--- src/rtl/core/pbd_pkg.sv ---
// Shared widths, codes and types for the point/box distance pipeline.
package pbd_pkg;

    localparam int COORD_W     = 32;
    localparam int DIFF_W      = COORD_W + 1;
    localparam int SQ_W        = 2 * COORD_W;
    localparam int SUM_W       = SQ_W + 2;
    localparam int ROOT_W      = SUM_W / 2;
    localparam int REM_W       = ROOT_W + 3;
    localparam int TOL_W       = 16;
    localparam int SHIFT_W     = 5;
    localparam int FACE_W      = 3;
    localparam int CFG_IDX_W   = 3;
    localparam int CFG_DATA_W  = 32;
    localparam int IN_TDATA_W  = 3 * COORD_W;
    localparam int OUT_BITS    = ROOT_W + 3 * COORD_W + 1 + FACE_W;
    localparam int OUT_TDATA_W = ((OUT_BITS + 7) / 8) * 8;
    localparam int OUT_PAD_W   = OUT_TDATA_W - OUT_BITS;
    localparam int FRONT_STAGES = 6;

    localparam logic [CFG_IDX_W-1:0] REG_MIN_X     = 3'd0;
    localparam logic [CFG_IDX_W-1:0] REG_MIN_Y     = 3'd1;
    localparam logic [CFG_IDX_W-1:0] REG_MIN_Z     = 3'd2;
    localparam logic [CFG_IDX_W-1:0] REG_MAX_X     = 3'd3;
    localparam logic [CFG_IDX_W-1:0] REG_MAX_Y     = 3'd4;
    localparam logic [CFG_IDX_W-1:0] REG_MAX_Z     = 3'd5;
    localparam logic [CFG_IDX_W-1:0] REG_ABS_TOL   = 3'd6;
    localparam logic [CFG_IDX_W-1:0] REG_REL_SHIFT = 3'd7;

    localparam logic [FACE_W-1:0] FACE_MIN_X = 3'd0;
    localparam logic [FACE_W-1:0] FACE_MIN_Y = 3'd1;
    localparam logic [FACE_W-1:0] FACE_MIN_Z = 3'd2;
    localparam logic [FACE_W-1:0] FACE_MAX_X = 3'd3;
    localparam logic [FACE_W-1:0] FACE_MAX_Y = 3'd4;
    localparam logic [FACE_W-1:0] FACE_MAX_Z = 3'd5;
    localparam logic [FACE_W-1:0] FACE_NONE  = 3'd6;

    localparam logic [COORD_W-1:0] BOX_MIN_RESET   = 32'd0;
    localparam logic [COORD_W-1:0] BOX_MAX_RESET   = 32'd65536;
    localparam logic [TOL_W-1:0]   ABS_TOL_RESET   = 16'd0;
    localparam logic [SHIFT_W-1:0] REL_SHIFT_RESET = 5'd17;

    typedef logic [2:0][COORD_W-1:0] t_coord3;

    typedef struct packed {
        t_coord3            lo;
        t_coord3            hi;
        logic [TOL_W-1:0]   abs_tol;
        logic [SHIFT_W-1:0] rel_shift;
    } t_box;

    typedef struct packed {
        t_coord3           near;
        logic              outside;
        logic [FACE_W-1:0] face;
    } t_side;

    typedef struct packed {
        logic [SUM_W-1:0]  rad;
        logic [REM_W-1:0]  rem;
        logic [ROOT_W-1:0] root;
        t_side             side;
    } t_cell_data;

endpackage

--- src/rtl/core/pbd_sqrt_cell.sv ---
// One cell of the square root chain: settles one root bit per word.
module pbd_sqrt_cell
    import pbd_pkg::*;
(
    input  logic       i_clk,
    input  logic       i_rst_n,
    input  logic       i_valid,
    output logic       o_ready,
    input  t_cell_data i_data,
    output logic       o_valid,
    input  logic       i_ready,
    output t_cell_data o_data
);

    logic       r_valid, n_valid;
    t_cell_data r_data, n_data;

    always_comb begin
        logic [REM_W-1:0] rem_sh;
        logic [REM_W-1:0] trial;
        logic             take;
        rem_sh = {i_data.rem[REM_W-3:0], i_data.rad[SUM_W-1 -: 2]};
        trial  = {{(REM_W-ROOT_W-2){1'b0}}, i_data.root, 2'b01};
        take   = rem_sh >= trial;
        n_data.rad  = {i_data.rad[SUM_W-3:0], 2'b00};
        n_data.rem  = take ? (rem_sh - trial) : rem_sh;
        n_data.root = {i_data.root[ROOT_W-2:0], take};
        n_data.side = i_data.side;
    end

    assign o_ready = !r_valid || i_ready;
    assign n_valid = o_ready ? i_valid : r_valid;

    always_ff @(posedge i_clk) begin
        if (!i_rst_n) begin
            r_valid <= 1'b0;
        end else begin
            r_valid <= n_valid;
        end
    end

    always_ff @(posedge i_clk) begin
        if (o_ready) begin
            r_data <= n_data;
        end
    end

    assign o_valid = r_valid;
    assign o_data  = r_data;

endmodule

--- config.mk ---
export PLATFORM = sky130hd
export DESIGN_NAME = pbd_sqrt_cell
export DESIGN_NICKNAME = d
export VERILOG_FILES = /design/src/rtl/core/pbd_pkg.sv /design/src/rtl/core/pbd_sqrt_cell.sv
export SDC_FILE = /design/constraint.sdc
export NUM_CORES = 1
export LEC_CHECK = 0
export ABC_AREA = 1
export BUFFER_PORTS_ARGS = -buffer_cell sky130_fd_sc_hd__buf_4
export CAP_MARGIN = 20
export CORE_ASPECT_RATIO = 1.75
export CORE_MARGIN = 4
export CORE_UTILIZATION = 24
export DETAILED_ROUTE_END_ITERATION = 10
export PLACE_DENSITY = 0.55
export SLEW_MARGIN = 20
export SYNTH_ARGS = -nofsm -noshare
export SYNTH_HDL_FRONTEND = slang
export SYNTH_SLANG_ARGS = --single-unit
--- constraint.sdc ---
create_clock -name i_clk -period 10.4 [get_ports i_clk]
set_clock_uncertainty 0.05 [all_clocks]
set_input_delay 2.08 -clock i_clk [delete_from_list [all_inputs] [get_ports i_clk]]
set_output_delay 2.08 -clock i_clk [all_outputs]
set_load 0.01 [all_outputs]
## Yosys cells after proc, flatten, opt, wreduce, memory -nomap -nowiden

Index checks and enable logic that the tools add are counted.

| word-level totals | value |
|---|---|
| bits in registers | 234 |
| bits in latches | 0 |
| memory bits (writable) | 0 |
| ROM bits | 0 |
| input bits | 239 |
| output and inout port bits | 237 |
| word-level logic and storage cells | 14 |
| memories kept | 0 |

| operators by class | value |
|---|---|
| add/subtract/negate cells | 1 |
| $mul | 0 |
| div/mod/pow operators | 0 |
| magnitude comparators | 1 |
| equal/unequal tests | 0 |
| shift operators | 0 |
| multiplexer cells | 1 |
| bitwise logic cells | 0 |
| reduce and logical (&&, ||, !) cells | 2 |

Operators by type and width:

| kind | number |
|---|---|
| >= comparator 36 x 35 -> 1 bit | 1 |
| two-way mux 36 bit | 1 |
| subtractor 36 x 35 -> 36 bit | 1 |
| logical NOT 1 bit | 1 |
| logical OR 1 bit | 1 |

## Longest topological paths before layout

| logic depth | value |
|---|---|
| depth after elaboration | 2 |
| mapped depth | 16 |
| mapped depth without buffers | 15 |

## Worst setup path after synthesis

No wires, ideal clock.

| timing path | value |
|---|---|
| path type | input port to output port |
| from | input port i_ready |
| to | output port o_ready |
| arrival time | 7,085 ps |
| data required time | 8,270 ps |
| slack | 1,185 ps |
| stages on the path | 2 |
| buffers on the path | 0 |
| cell sequence | inv_1 nand2_1 |

| on the way | value |
|---|---|
| longest elaborated chain between the ends | 1 |

Ends and longest elaborated chain:

| item | RTL line | text |
|---|---|---|
| start: declaration | pbd_sqrt_cell.sv:11 | `input logic i_ready,` |
| logical OR 1 bit | pbd_sqrt_cell.sv:31 | `assign o_ready = !r_valid \|\| i_ready;` |
| end: declaration | pbd_sqrt_cell.sv:8 | `output logic o_ready,` |

No other way between the ends.

## Worst setup path after layout

Same ends and word-level chain as after synthesis.

==> metrics.cfg <==
[detailed_routing]
detail_route.wl_per_cell_um=20.6
antenna_left=0
firstDrtPassIters=5
drtIter0Drc=465
drc=0
dr_total_vias=8376
wl_um=41400
via_per_inst=4.18

[logic_synthesis]
ys_seq_area_share_pct=67.8
netlist_instances=928
synth_edf_count=233
ys.flop_type=edfxtp_1
syn_area_per_cell_sq_um=11.2
ys_ff_latch=234
synth_cell_type_count=29
synth_warnings=0
netlist_area_sq_mm=0.0104
synthArstFlopShare_pct=0

[cts]
post_cts_resize_count=0
cts-htree-levels=1
path_clk_slew_ns=0.06
cts-root-buf=clkbuf_16
cts_tree=done
cts_setup_buffers=0
cts_hold_buf=0
numCtsBuffers=24
cts_buffer_depth=3
cts.sinks=234
clock_latency_ns=0.54

[grt]
grt_max_degree=79
grt_pass1_wl_um=55600
grt_usage_pct=16.6
grt-ovfl-total=0
antenna_found_initial=12
first_global_vias=8481

[place]
dpl.hpwl_um=34400
io_buffers=471
post-place-cells=1956
gp_congestion=0.932

[sta]
period_needed_ns=5.12
finalSetupViolations=0
hold_viol=0
fmax_ghz=0.195
fin_crit_sh_pct=49.2
fin_setup_tns_ns=0
slew_violations=0
worst_pin_slew_ns=1.04
rsz0062_at_grt=false
relSlewSlack_pct=31.0

[critical_path]
crit_required_ns=8.27
critical_path.startpoint_type=input port
cp_common_cell=buf_4
cp-end-kind=primary output
cp.arrival_ns=2.99
slowest_stage=nand2_4
critPathKind=in2out
worstPathMaxFanout=51
cp_num_buf_inv=3
crit_family=buffers and inverters
cp_cell_sequence=buf_4, inv_1, nand2_4, buf_4
critPathMaxStageDelay_ns=0.38

[floorplanning]
num_rows=100
initial_core_util_pct=24.3
io_pins=476
die_area_sq_mm=0.0467
design.core.area_sq_mm=0.0427
die_w_um=165
fp.dieH_um=283

[power_and_ir_drop]
powerDensity_mw_per_mm2=163
ir_worst_vdd_uv=135
p_leak_nw=7.28

[final_layout]
area_delta_synth_final_pct=48.0
fin_cells=2004
drive_above_1_share_pct=37.6
finalNetCount=1695
utilization_pct=35.9

[status]
status=finished clean

[worst_hold_path]
hold_path_class=reg2reg

[run]
cap_viol_max_count=0

## worst paths after layout
check | startpoint | to | slack [ns] | depth (start not counted)
min | o_valid | o_valid | 1.07 | 2
max reg2reg | o_valid | o_data[26] | 8.10 | 2
max | i_ready | o_ready | 5.28 | 4
min reg2reg | o_valid | o_valid | 1.07 | 2
## final cells by class
| type | count | area [sq um] |
|---|---|---|
| Clock inverter | 14 | 143 |
| Clock buffer | 29 | 619 |
| Fill cell | 4342 | 27300 |
| Antenna cell | 5 | 12.5 |
| Multi-Input combinational cell | 545 | 2740 |
| Inverter | 141 | 529 |
| Timing Repair Buffer | 475 | 3570 |
| Tap cell | 561 | 702 |
| Sequential cell | 234 | 7020 |
## synth_stat cells, types with 8 or more instances
cell	n	area share (%)
nand2_1	312	11
nand3b_1	11	0.80
xor2_1	18	1.5
nor2_1	58	2.1
nor3_1	8	0.39
nand3_1	28	1.4
nand3_2	11	1.1
ha_1	35	4.2
a21oi_1	28	1.4
inv_1	136	4.9
edfxtp_1	233	68
o21ai_0	8	0.39
## where the power goes
group	total (W)	switching [W]	internal, W
clock network	0.000860	0.000381	0.000479
logic	0.000483	0.000268	0.000215
registers	0.00116	0.0000254	0.00113
## worst reg2reg max path, stage by stage, from the launching register on
cell and delay (ns):
dfxtp_1 0.34, nand2_4 0.53, buf_4 0.87
## layer usage
metal | routed length, um | up-vias | GRT usage, %
met1 | 12800 | 3869 | 16.0
met5 | 75 | - | 0
li1 | - | 4039 | -
met3 | 4520 | 67 | 5.54
met4 | 1470 | 10 | 6.02
met2 | 22500 | 391 | 32.1
## layout by cell type, fill, tap and decap left out, types with 2 or more instances in the layout
| cell type | Yosys | layout |
|---|---|---|
| buf_4 | 2 | 475 |
| nand2_1 | 312 | 311 |
| edfxtp_1 | 233 | 233 |
| inv_1 | 136 | 136 |
| nor2_1 | 58 | 58 |
| ha_1 | 35 | 35 |
| a21oi_1 | 28 | 28 |
| nand3_1 | 28 | 28 |
| clkbuf_16 | 0 | 24 |
| xor2_1 | 18 | 18 |
| nand3_2 | 11 | 11 |
| nand3b_1 | 11 | 11 |
| nor3_1 | 8 | 8 |
| o21ai_0 | 8 | 8 |
| nand2_2 | 6 | 6 |
| nor2_2 | 6 | 6 |
| diode_2 | 0 | 5 |
| inv_2 | 5 | 5 |
| clkbuf_1 | 0 | 5 |
| nand4_1 | 4 | 4 |
| o21bai_1 | 4 | 4 |
| clkinv_2 | 0 | 4 |
| clkinv_1 | 0 | 3 |
| inv_6 | 0 | 3 |
| conb_1 | 1 | 2 |
| bufinv_16 | 0 | 2 |
## kinds of logic after synthesis
kind of cell             after synthesis  synth area share, %
AND/OR/NAND/NOR                      447                 18.3
flip-flops                           234                 67.8
buffers and inverters                150                 5.92
adder cells (fa/ha/maj)               35                 4.23
AO/OA/AOI/OAI                         42                 2.18
other                                  1               0.0362
XOR/XNOR                              19                 1.61
## metrics by stage
step	power [W]	instance area, sq um	hold slack, ns	worst slack [ns]
floorplan	0.00140	10400	2.13	1.19
global placement	0.00167	14600	1.10	5.25
detailed placement	0.00167	14600	1.09	5.26
CTS	0.00255	15300	1.11	5.25
global route	0.00262	15300	1.14	5.19
finish	0.00250	15300	1.07	5.28
## flip-flops by register name (all words and copies together), names as in the netlist
register / count
o_valid: 1
o_data: 233
No activity file was read; power rests on OpenSTA's default activity.
